**config.mk**
```make
export PLATFORM = sky130hd
export DESIGN_NAME = mic_fifo
export DESIGN_NICKNAME = d
export VERILOG_FILES = /design/src/sv/mic_pkg.sv /design/src/sv/mic_fifo.sv
export SDC_FILE = /design/constraint.sdc
export NUM_CORES = 1
export LEC_CHECK = 0
export ABC_AREA = 1
export BUFFER_PORTS_ARGS = -buffer_cell sky130_fd_sc_hd__buf_2
export CAP_MARGIN = 40
export CELL_PAD_IN_SITES_DETAIL_PLACEMENT = 1
export CELL_PAD_IN_SITES_GLOBAL_PLACEMENT = 1
export CORE_ASPECT_RATIO = 0.75
export CORE_MARGIN = 2
export CORE_UTILIZATION = 51
export DETAILED_ROUTE_END_ITERATION = 7
export PLACE_DENSITY = 0.95
export SYNTH_ARGS = -nofsm -noshare
export SYNTH_HDL_FRONTEND = slang
export SYNTH_SLANG_ARGS = --single-unit
```
**constraint.sdc**
```tcl
create_clock -name clock -period 5.3 [get_ports clock]
set_input_delay 0 -clock clock [delete_from_list [all_inputs] [get_ports clock]]
set_output_delay 0 -clock clock [all_outputs]
set_load 0.005 [all_outputs]
```
**src/sv/mic_pkg.sv**
```systemverilog
// mic_pkg: shared widths, types and register codes for the magnetometer
// calibration block. No dependencies.
package mic_pkg;

   localparam int RAW_W   = 16;  // raw sample field
   localparam int BIAS_W  = 48;  // packed bias register
   localparam int ROW_W   = 54;  // packed matrix row register
   localparam int CSR_W   = 54;  // config data port, widest register
   localparam int COEF_W  = 18;  // Q3.15 coefficient
   localparam int D_W     = 17;  // raw minus bias
   localparam int PROD_W  = 35;  // coefficient times difference
   localparam int V_W     = 37;  // calibrated component, signed
   localparam int MAG_W   = 36;  // calibrated magnitude per axis
   localparam int HALF_W  = 18;  // half of a magnitude for split squaring
   localparam int SQ_W    = 72;  // sum of squares
   localparam int ROOT_W  = 36;  // integer square root
   localparam int FRAC_W  = 14;  // Q1.14 output fraction
   localparam int NUM_W   = 51;  // division dividend
   localparam int QUO_W   = 15;  // quotient, at most 16384
   localparam int OUT_W   = 16;  // unit vector component

   localparam int QUEUE_DEPTH = 4;

   // config register indexes
   typedef enum logic [1:0] {
      REG_BIAS,
      REG_ROW_ZERO,
      REG_ROW_ONE,
      REG_ROW_TWO
   } reg_index_type;

   localparam logic [ROW_W-1:0] ROW_ZERO_RESET = ROW_W'(1) << 15;
   localparam logic [ROW_W-1:0] ROW_ONE_RESET  = ROW_W'(1) << 33;
   localparam logic [ROW_W-1:0] ROW_TWO_RESET  = ROW_W'(1) << 51;

   typedef logic [2:0][D_W-1:0]               diff_vec_type;
   typedef logic [2:0][2:0][COEF_W-1:0]       matrix_type;

   // queue status seen by both sides
   typedef struct packed {
      logic full;
      logic empty;
   } queue_status_type;

endpackage

```
**src/sv/mic_fifo.sv**
```systemverilog
// mic_fifo: short queue of bias-corrected words between front and back.
// Depends on mic_pkg.
module mic_fifo #(
   parameter int DEPTH = mic_pkg::QUEUE_DEPTH
) (
   input  logic                      clock,
   input  logic                      reset,
   input  logic                      push,
   input  mic_pkg::diff_vec_type     push_data,
   input  logic                      pop,
   output mic_pkg::diff_vec_type     pop_data,
   output mic_pkg::queue_status_type status
);

   localparam int PTR_W = (DEPTH > 1) ? $clog2(DEPTH) : 1;
   localparam int CNT_W = $clog2(DEPTH + 1);

   mic_pkg::diff_vec_type entry_ff [DEPTH];
   logic [PTR_W-1:0] wr_ptr_ff, wr_ptr_in;
   logic [PTR_W-1:0] rd_ptr_ff, rd_ptr_in;
   logic [CNT_W-1:0] count_ff, count_in;

   assign status.empty = (count_ff == '0);
   assign status.full  = (count_ff == CNT_W'(DEPTH));
   assign pop_data     = entry_ff[rd_ptr_ff];

   // pointer wrap and occupancy
   always_comb begin
      wr_ptr_in = wr_ptr_ff;
      rd_ptr_in = rd_ptr_ff;
      count_in  = count_ff;
      if (push) begin
         wr_ptr_in = (wr_ptr_ff == PTR_W'(DEPTH - 1)) ? '0 : wr_ptr_ff + 1'b1;
      end
      if (pop) begin
         rd_ptr_in = (rd_ptr_ff == PTR_W'(DEPTH - 1)) ? '0 : rd_ptr_ff + 1'b1;
      end
      if (push && !pop) begin
         count_in = count_ff + 1'b1;
      end else if (pop && !push) begin
         count_in = count_ff - 1'b1;
      end
   end

   always_ff @(posedge clock) begin
      if (reset) begin
         wr_ptr_ff <= '0;
         rd_ptr_ff <= '0;
         count_ff  <= '0;
      end else begin
         wr_ptr_ff <= wr_ptr_in;
         rd_ptr_ff <= rd_ptr_in;
         count_ff  <= count_in;
      end
      if (push) begin
         entry_ff[wr_ptr_ff] <= push_data;
      end
   end

   // front must hold when full, back must not take from an empty queue
   a_no_overflow: assert property (@(posedge clock) disable iff (reset)
      push |-> !status.full || pop) else $error("queue overflow");
   a_no_underflow: assert property (@(posedge clock) disable iff (reset)
      pop |-> !status.empty) else $error("queue underflow");
   a_push_fills: assert property (@(posedge clock) disable iff (reset)
      push && !pop |=> !status.empty) else $error("queue lost a word");

endmodule

```
==> reports/metrics.yaml <==
synthesis:
  syn_nets: 614
  synth_commonest_cells: "edfxtp_1, nor2_1, o21ai_1, o22ai_1, o21ai_0"
  synth_compound_area_share_pct: 10.7
  synth_mux_area_share_pct: 0
  yosys_register_bits: 213
  netlist_area_mm2: 0.00806
  synth-edff-count: 204
  seq_area_frac_synth_pct: 78.2
  synth_top_family_by_area: "compound AO/OA/AOI/OAI gates"
  syn_area_per_cell_um2: 14.6
  synth.area.top_cells: "edfxtp_1, nor2_1, o22ai_1, o21ai_1, o21ai_0"
  yosys_warnings: 0
  synthSimpleGateAreaFrac_pct: 5.88
  yosysTopAreaCellShare_pct: 76.0
  synth_flop_cell: "edfxtp_1"
  synth_area_leader_cell: "edfxtp_1"
  synthMostInstantiatedCell: "edfxtp_1"
  synth-xor-area-share_pct: 0.109
  synthCells: 552
  synth_cell_type_count: 23
  synth_fa_ha_area_share_pct: 1.18
  async_flop_share_pct: 0
floorplanning:
  die_w_um: 149
  io_pins: 108
  rows: 39
  die_h_um: 113
  fp.dieArea_mm2: 0.0168
  initial_core_util_pct: 52.6
  core-area_mm2: 0.0153
pwr:
  power_density_mw_per_mm2: 390
  worst_ir_drop_vdd_uv: 303
  p_leak_nw: 3.60
routing:
  drtPass1Iterations: 5
  vias: 5324
  routed_wl_mm: 21.2
  ant_nets: 0
  via_per_inst: 5.71
  first_iter_violations: 340
  drc: 0
  wire_per_inst_um: 22.7
status:
  status: "completed"
setup_path:
  crit_slowest_cell: "buf_4"
  cp_data_arrival_time_ps: 3100
  setup.worst_path.end: "pop_data[8]"
  regToRegEndpoint: "entry_ff[3][10]$_DFFE_PP_"
  rr_worst_depth: 4
  cp_top_family: "buffers and inverters"
  cp.depth: 6
  r2r-start: "wr_ptr_ff[0]$_SDFFE_PP0P_"
  end_kind: "output port"
  setup.worst_path.start_class: "flip-flop"
  crit_chain: "buf_16 > inv_2 > buf_4 > o21ai_1 > o22ai_1 > buf_2"
  cpPeakStageDelay_ps: 670
  required_ps: 5300
  path_max_fanout: 79
  r2r_setup_slack_ps: 3200
  crit_type: "flip-flop to output port"
  cp_num_buf_inv: 4
final_layout:
  fin_nets: 775
  antennaDiodeCount: 0
  final_core_util_pct: 65.2
  area_delta_synth_final_pct: 23.9
  drive_gt1_share_pct: 21.2
clock_network:
  clock_sinks: 213
  htreeDepth: 1
  worst_setup_hold_path_clk_slew_ps: 60
  cts_buffers: 21
  cts_root_buf: "clkbuf_16"
  clk_latency_ps: 490
  clock_path_buffers: 3
  postCtsSetupBuffers: 0
  cts_tree: "yes"
sta:
  period_share_pct: 58.5
  report.final.slew_viol_count: 0
  setup_viol: 0
  worstMarginPinSlew_ps: 694
  clock_skew_ps: 15.6
  tns_ps: 0
  hold_viol: 0
  slew_headroom_pct: 53.6
  fmax_mhz: 323
  rsz0062_at_grt: "false"
  period_needed_ps: 3100
flow_run:
  maxCapViolations: 0
global_route:
  grt_pass1_wl_mm: 32.5
  antenna_found_initial: 0
  grt_pass1_vias: 5963
  grt_max_degree: 80
  grt_use_total_pct: 25.5
  grt-ovfl-total: 0
place:
  post-dp-hpwl_mm: 11.6
  routabilityCongestion: 0.762
  port_buffers: 107
min_path:
  hold_path_class: "input pin to flip-flop"
==> cell families after synthesis <==
logic type,Yosys count
fa+ha+maj,7
simple gates,124
buf+inv,48
compound gates,159
flops,213
xor+xnor,1
==> how the worst min path moves through the flow <==
stage | startpoint | slack [ps] | cells past startpoint | to
final | push_data[47] | 270 | 2 | entry_ff[1][47]$_DFFE_PP_
after floorplan | reset | 70 | 1 | count_ff[0]$_SDFFE_PP0P_
after global routing | push_data[48] | 280 | 2 | entry_ff[1][48]$_DFFE_PP_
after CTS | push_data[45] | 240 | 2 | entry_ff[2][45]$_DFFE_PP_
after detailed placement | push_data[6] | 220 | 1 | entry_ff[2][6]$_DFFE_PP_
after global placement | push_data[42] | 210 | 1 | entry_ff[0][42]$_DFFE_PP_
==> report_power, final <==
| part | total, mW | internal, mW | leakage, nW | switching (mW) |
|---|---|---|---|---|
| Combinational | 0.391 | 0.152 | 1.30 | 0.239 |
| Clock | 1.54 | 0.928 | 0.344 | 0.617 |
| Sequential | 1.96 | 1.92 | 1.95 | 0.0369 |
| Total | 3.89 | 3.00 | 3.60 | 0.892 |
==> sequential cells by signal, summed over array words and instances (netlist names), named ones only <==
signal	count
entry_ff	204
count_ff	3
rd_ptr_ff	2
wr_ptr_ff	2
==> timing repair <==
| item | 4_1_cts | 5_1_grt |
|---|---|---|
| hold buffers | 55 | 0 |
| endpoints found under the hold margin | 213 | 0 |
| endpoints found under the setup margin | 0 | 0 |
| gates resized for setup | 0 | 0 |
==> layout by cell type (no fill, tap or decap) <==
cell,n
dlygate4sd3_1,55
a21oi_1,3
xor2_1,1
buf_2,107
dfxtp_1,7
dfxtp_2,1
inv_2,6
inv_1,10
clkinvlp_4,1
nor3_1,4
ha_1,6
o21ai_1,59
bufinv_16,3
o22ai_1,51
o21ai_0,45
clkbuf_1,3
dfxtp_4,1
clkinv_1,4
fa_1,1
nand3_1,1
edfxtp_1,204
clkbuf_16,21
buf_16,3
nand2_1,8
nor2_1,110
o21ai_2,1
clkbuf_8,4
nand4_1,1
clkinv_2,1
buf_4,5
==> area by class of cell <==
class | count | area [um^2]
multi-input combinational | 291 | 1440
clock buffer | 28 | 592
inverter | 16 | 60.1
timing repair buffer | 170 | 1210
sequential | 213 | 6310
fill | 1466 | 5340
tap | 205 | 256
clock inverter | 9 | 118
==> routing by layer <==
metal | GRT usage, % | wire (um) | vias to the layer above
met5 | 0 | 0 | -
met4 | 10.3 | 545 | 0
met3 | 4.88 | 1370 | 45
met2 | 43.9 | 10900 | 230
met1 | 32.0 | 8400 | 2659
li1 | - | - | 2390
==> metrics by stage <==
| step | power, mW | setup WS [ps] | hold slack, ps | cell area [um^2] | cells |
|---|---|---|---|---|---|
| after floorplan | 2.17 | 3310 | 72.4 | 8060 | 552 |
| after global placement | 2.30 | 2750 | 207 | 8640 | 837 |
| after detailed placement | 2.34 | 2780 | 218 | 8720 | 840 |
| after CTS | 3.90 | 2260 | 244 | 9980 | 932 |
| after global routing | 4.01 | 2060 | 278 | 9980 | 932 |
| final | 3.89 | 2200 | 269 | 9980 | 932 |
(Power assumes the default switching activity.)
