$ cat config.mk
export PLATFORM = sky130hd
export DESIGN_NAME = mic_front
export DESIGN_NICKNAME = d
export VERILOG_FILES = /design/src/sv/mic_pkg.sv /design/src/sv/mic_front.sv
export SDC_FILE = /design/constraint.sdc
export NUM_CORES = 1
export LEC_CHECK = 0
export ABC_AREA = 1
export BUFFER_PORTS_ARGS = -buffer_cell sky130_fd_sc_hd__buf_2
export CELL_PAD_IN_SITES_DETAIL_PLACEMENT = 0
export CELL_PAD_IN_SITES_GLOBAL_PLACEMENT = 1
export CORE_ASPECT_RATIO = 1.75
export CORE_MARGIN = 2
export CORE_UTILIZATION = 32
export CTS_CLUSTER_SIZE = 28
export DETAILED_ROUTE_END_ITERATION = 8
export GPL_ROUTABILITY_DRIVEN = 0
export PLACE_DENSITY_LB_ADDON = 0.08
export SYNTH_ARGS = -nofsm -noshare
export SYNTH_HDL_FRONTEND = slang
export SYNTH_SLANG_ARGS = --single-unit
$ cat constraint.sdc
create_clock -name clock -period 3.9 [get_ports clock]
set_clock_uncertainty 0.2 [all_clocks]
set_input_delay 0.585 -clock clock [delete_from_list [all_inputs] [get_ports clock]]
set_output_delay 0.585 -clock clock [all_outputs]
set_load 0.02 [all_outputs]
$ cat src/sv/mic_pkg.sv
// mic_pkg: shared widths, types and register codes for the magnetometer
// calibration block. No dependencies.
package mic_pkg;

   localparam int RAW_W   = 16;  // raw sample field
   localparam int BIAS_W  = 48;  // packed bias register
   localparam int ROW_W   = 54;  // packed matrix row register
   localparam int CSR_W   = 54;  // config data port, widest register
   localparam int COEF_W  = 18;  // Q3.15 coefficient
   localparam int D_W     = 17;  // raw minus bias
   localparam int PROD_W  = 35;  // coefficient times difference
   localparam int V_W     = 37;  // calibrated component, signed
   localparam int MAG_W   = 36;  // calibrated magnitude per axis
   localparam int HALF_W  = 18;  // half of a magnitude for split squaring
   localparam int SQ_W    = 72;  // sum of squares
   localparam int ROOT_W  = 36;  // integer square root
   localparam int FRAC_W  = 14;  // Q1.14 output fraction
   localparam int NUM_W   = 51;  // division dividend
   localparam int QUO_W   = 15;  // quotient, at most 16384
   localparam int OUT_W   = 16;  // unit vector component

   localparam int QUEUE_DEPTH = 4;

   // config register indexes
   typedef enum logic [1:0] {
      REG_BIAS,
      REG_ROW_ZERO,
      REG_ROW_ONE,
      REG_ROW_TWO
   } reg_index_type;

   localparam logic [ROW_W-1:0] ROW_ZERO_RESET = ROW_W'(1) << 15;
   localparam logic [ROW_W-1:0] ROW_ONE_RESET  = ROW_W'(1) << 33;
   localparam logic [ROW_W-1:0] ROW_TWO_RESET  = ROW_W'(1) << 51;

   typedef logic [2:0][D_W-1:0]               diff_vec_type;
   typedef logic [2:0][2:0][COEF_W-1:0]       matrix_type;

   // queue status seen by both sides
   typedef struct packed {
      logic full;
      logic empty;
   } queue_status_type;

endpackage

$ cat src/sv/mic_front.sv
// mic_front: input stage, takes one sample word and removes the hard-iron bias.
// Depends on mic_pkg.
module mic_front (
   input  logic                         clock,
   input  logic                         reset,
   input  logic                         req_valid,
   output logic                         req_ready,
   input  logic signed [mic_pkg::RAW_W-1:0] req_raw_x,
   input  logic signed [mic_pkg::RAW_W-1:0] req_raw_y,
   input  logic signed [mic_pkg::RAW_W-1:0] req_raw_z,
   input  logic [mic_pkg::BIAS_W-1:0]   bias,
   input  mic_pkg::queue_status_type    queue_status,
   output logic                         push,
   output mic_pkg::diff_vec_type        push_data
);

   logic                  valid_ff;
   mic_pkg::diff_vec_type diff_ff;
   mic_pkg::diff_vec_type diff_in;
   logic [2:0][mic_pkg::RAW_W-1:0] raw;

   assign raw = {req_raw_z, req_raw_y, req_raw_x};

   // bias subtraction, one extra bit of range
   always_comb begin
      for (int i = 0; i < 3; i++) begin
         diff_in[i] = {raw[i][mic_pkg::RAW_W-1], raw[i]}
                    - {bias[16*i+15], bias[16*i +: 16]};
      end
   end

   // hold register toward the queue
   assign push      = valid_ff && !queue_status.full;
   assign req_ready = !valid_ff || !queue_status.full;
   assign push_data = diff_ff;

   always_ff @(posedge clock) begin
      if (reset) begin
         valid_ff <= 1'b0;
      end else if (req_ready) begin
         valid_ff <= req_valid;
      end
      if (req_ready && req_valid) begin
         diff_ff <= diff_in;
      end
   end

endmodule

==> results.md <==
* Run status: finished, final reports clean
* Final Hold Vio Count at 0
* Core Util, Final at 40.5%
* Hold_sp: reset
* Number of warnings reported in the yosys synthesis log at 0
* H-tree depth at 2
* Peak Freq at 0.464 GHz
* Final Cell Area at 0.00595 mm²
* Simple-Gate Fraction of Synth Area at 31.0%
* Synthesized area at 0.00477 mm²
* Wire length after detailed routing at 12300 µm
* Cell variety after synth at 16
* Starting density of the core at 32.5%
* Mux cell area share after synthesis at 0%
* DP Worst Slack at 1440 ps
* Cts repair resizes at 0
* Setup Fix Bufs, Post-CTS at 0
* Cell at the slowest stage of the critical path: sky130_fd_sc_hd__fa_1
* Clock latency reported for the late side of the worst-skew pair at 290 ps
* Post-layout nets at 1022
* Number of violations of the max-capacitance limit at 0
* CP max FO at 3
* Ratio of total power to cell area at 328 mW/mm²
* Fraction of synthesized cell area taken by the top area cell type at 32.1%
* Worst reg2reg path endpoint: push_data[28]$_DFFE_PP_
* Library cell occupying the most area in the post-synthesis netlist: sky130_fd_sc_hd__edfxtp_1
* Period minus WS final at 2150 ps
* TritonCTS clock tree: built
* Die outline area at 0.0159 mm²
* Initial drt markers at 146
* Crit share post-route at 55.2%
* Largest net degree at the start of global routing at 52
* Number of nets with antenna violations after detailed routing at 0
* Cell depth of the worst hold path at 2
* Area share of fa/ha/maj cells after synthesis at 13.9%
* Arrival time reported for the critical path endpoint at 2010 ps
* Headroom to the max-slew limit at 51.4%
* Combinational family with the most area after synthesis: simple AND/OR/NAND/NOR gates
* Depth of the most critical reg-to-reg path at 2
* Core outline area at 0.0147 mm²
* RSZ-0062 raised after global routing: false
* First-pass GRT wire length at 19400 µm
* Final-report max-slew violation count at 0
* Crit path capture type: flip-flop
* WP data required at 3750 ps
* Crit path top cell by count: sky130_fd_sc_hd__nand2_1
* Final number of setup-violating endpoints at 0
* Top area cells in the synthesized netlist: sky130_fd_sc_hd__edfxtp_1 (32%), sky130_fd_sc_hd__nand2_1 (21%), sky130_fd_sc_hd__inv_1 (15%)
* Port Buffer Count at 152
* Class of the most critical hold timing path: input port to flip-flop
* Maximum cell stage delay along the critical path at 420 ps
* Post-route total power at 1.95 mW
* Beginning of the worst register-to-register path: valid_ff$_SDFFE_PP0N_
* Worst path bufs/invs at 3
* Root buffer cell: sky130_fd_sc_hd__clkbuf_16
* Worst Hold Endpoint: valid_ff$_SDFFE_PP0N_
* Critical path, cell by cell: buf_2 -> inv_1 -> ha_1 -> fa_1 -> inv_1 -> nand2_1 -> nand2_1 -> nand3_1 -> nand2_1 -> nand2_1 -> nand3_1 -> nand2_1
* CTS sink cnt at 52
* Area fraction in compound gates after synthesis at 3.36%
* Detailed-router iteration count before antenna repair at 4
* Antenna violations before repair at 1
* Vias after detailed routing at 4568
* Startpoint type of the worst setup path: input port
* Total overflow reported by the global router at 0
* Post-DR wirelength/cell at 11.7 µm
* Layout filler cell count at 1637
* TritonCTS Buffers at 5
* Number of buffers added to fix hold violations after cts at 0
* Setup ws final at 1750 ps
* Via count of the first global-routing pass at 4449
* Syn nets at 862
* Height of the chip at 165 µm
* Proportion of layout cells with a drive suffix above 1 at 20.7%
* Pleak at 3.68 nW
* FF-to-FF setup slack at 2250 ps
* Synthesized instance count at 710
* Total GRT Usage at 15.6%
* Portion of the post-synthesis area used by sequential elements at 32.5%
* Setup total negative slack at 0 ps
* Average size of a mapped cell at 6.71 µm²
* DP Area at 0.00578 mm²
* Actual slew at the worst max-slew pin at 729 ps
* Boundary Pins at 154
* Xor and xnor fraction of the mapped netlist area at 3.86%
* Horizontal die dimension at 96.3 µm
* Via density at 4.33
* Number of buffers on the longest clock path at 2
* Post-route DRC at 0
* Syn-to-layout area delta at 24.9%
* Top cell family by delay on the critical path: adder cells
* Count of standard-cell rows at 59
* Clock transition at the registers of the reported paths at 80 ps
* Inserted Diodes at 0
* Crit path kind: input port to flip-flop
* Flop and latch count out of synthesis at 52
* Detailed Place HPWL at 10500 µm
* Max IR drop VDD at 0.209 mV
cell type report:
cell class / instances / area [µm²] / area share (%)
clock buffers: 6 / 139 / 2.33
clock inverters: 2 / 38.8 / 0.652
inverters: 195 / 732 / 12.3
multi-input cells: 463 / 2490 / 41.9
flip-flops and latches: 52 / 1550 / 26.1
well taps: 183 / 229 / 3.85
repair buffers: 153 / 768 / 12.9
worst reg2reg max path: cells and delay by family (launching register included):
| kind | cells | cell delay [ps] |
|---|---|---|
| AOI/OAI and AO/OA | 1 | 110 |
| buffers and inverters | 1 | 590 |
| DFF | 1 | 350 |
synth_stat cells:
library cell,count
sky130_fd_sc_hd__nand2_1,273
sky130_fd_sc_hd__inv_1,194
sky130_fd_sc_hd__edfxtp_1,51
sky130_fd_sc_hd__ha_1,48
sky130_fd_sc_hd__nand3_1,35
sky130_fd_sc_hd__a21oi_1,32
sky130_fd_sc_hd__nor2_1,24
sky130_fd_sc_hd__xor2_1,13
sky130_fd_sc_hd__nand2_2,10
sky130_fd_sc_hd__xnor2_1,8
sky130_fd_sc_hd__nor3_2,7
sky130_fd_sc_hd__nor3_1,5
sky130_fd_sc_hd__or2_1,5
sky130_fd_sc_hd__fa_1,3
sky130_fd_sc_hd__dfxtp_1,1
sky130_fd_sc_hd__inv_2,1
logic make-up (layout without fill, tap and decap cells):
| group | count (synthesis) | in the layout |
|---|---|---|
| AO/OA/AOI/OAI | 32 | 32 |
| XOR/XNOR | 21 | 21 |
| adder cells (fa/ha/maj) | 51 | 51 |
| buffers and inverters | 195 | 356 |
| flip-flops | 52 | 52 |
| AND/OR/NAND/NOR | 359 | 359 |
where the power goes:
| part | internal [mW] | total [mW] | switching [mW] |
|---|---|---|---|
| Sequential | 0.709 | 0.726 | 0.0169 |
| Combinational | 0.250 | 0.690 | 0.439 |
| Clock | 0.322 | 0.538 | 0.216 |
layer usage:
layer | vias to the layer above | GRT usage (%) | share of wire (%)
met5 | - | 0 | 0
met4 | 0 | 5.52 | 2.5
met3 | 17 | 2.36 | 4.5
met2 | 99 | 30.7 | 55
met1 | 2007 | 15.9 | 38
li1 | 2445 | - | -
through the flow:
| stage | cells | hold WS [ps] |
|---|---|---|
| after floorplan | 710 | 403 |
| after global placement | 1046 | 298 |
| after detailed placement | 1046 | 328 |
| after CTS | 1054 | 235 |
| after global routing | 1054 | 237 |
| final | 1054 | 237 |
state kept, by name, indices dropped and copies added (netlist names):
register and count:
valid_ff 1, push_data 51
how the worst max path moves through the flow:
| stage | cells past startpoint | endpoint | startpoint |
|---|---|---|---|
| finish | 12 | push_data[48]$_DFFE_PP_ | req_raw_z[0] |
| global route | 12 | push_data[50]$_DFFE_PP_ | req_raw_z[0] |
| CTS | 12 | push_data[48]$_DFFE_PP_ | req_raw_z[0] |
| detailed placement | 12 | push_data[48]$_DFFE_PP_ | req_raw_z[0] |
| global placement | 12 | push_data[48]$_DFFE_PP_ | req_raw_z[0] |
| floorplan | 2 | push_data[0]$_DFFE_PP_ | req_valid |
cells in the final DEF (no fill, tap or decap), types with 3 or more instances in the layout:
cell	count
sky130_fd_sc_hd__or2_1	5
sky130_fd_sc_hd__clkbuf_16	5
sky130_fd_sc_hd__nand2_2	10
sky130_fd_sc_hd__nand2_1	273
sky130_fd_sc_hd__buf_2	152
sky130_fd_sc_hd__edfxtp_1	51
sky130_fd_sc_hd__xor2_1	13
sky130_fd_sc_hd__nand3_1	35
sky130_fd_sc_hd__fa_1	3
sky130_fd_sc_hd__a21oi_1	31
sky130_fd_sc_hd__inv_1	194
sky130_fd_sc_hd__ha_1	48
sky130_fd_sc_hd__nor3_2	7
sky130_fd_sc_hd__nor3_1	5
sky130_fd_sc_hd__xnor2_1	8
sky130_fd_sc_hd__nor2_1	24
Note: power is estimated with default switching activity, not from simulation.
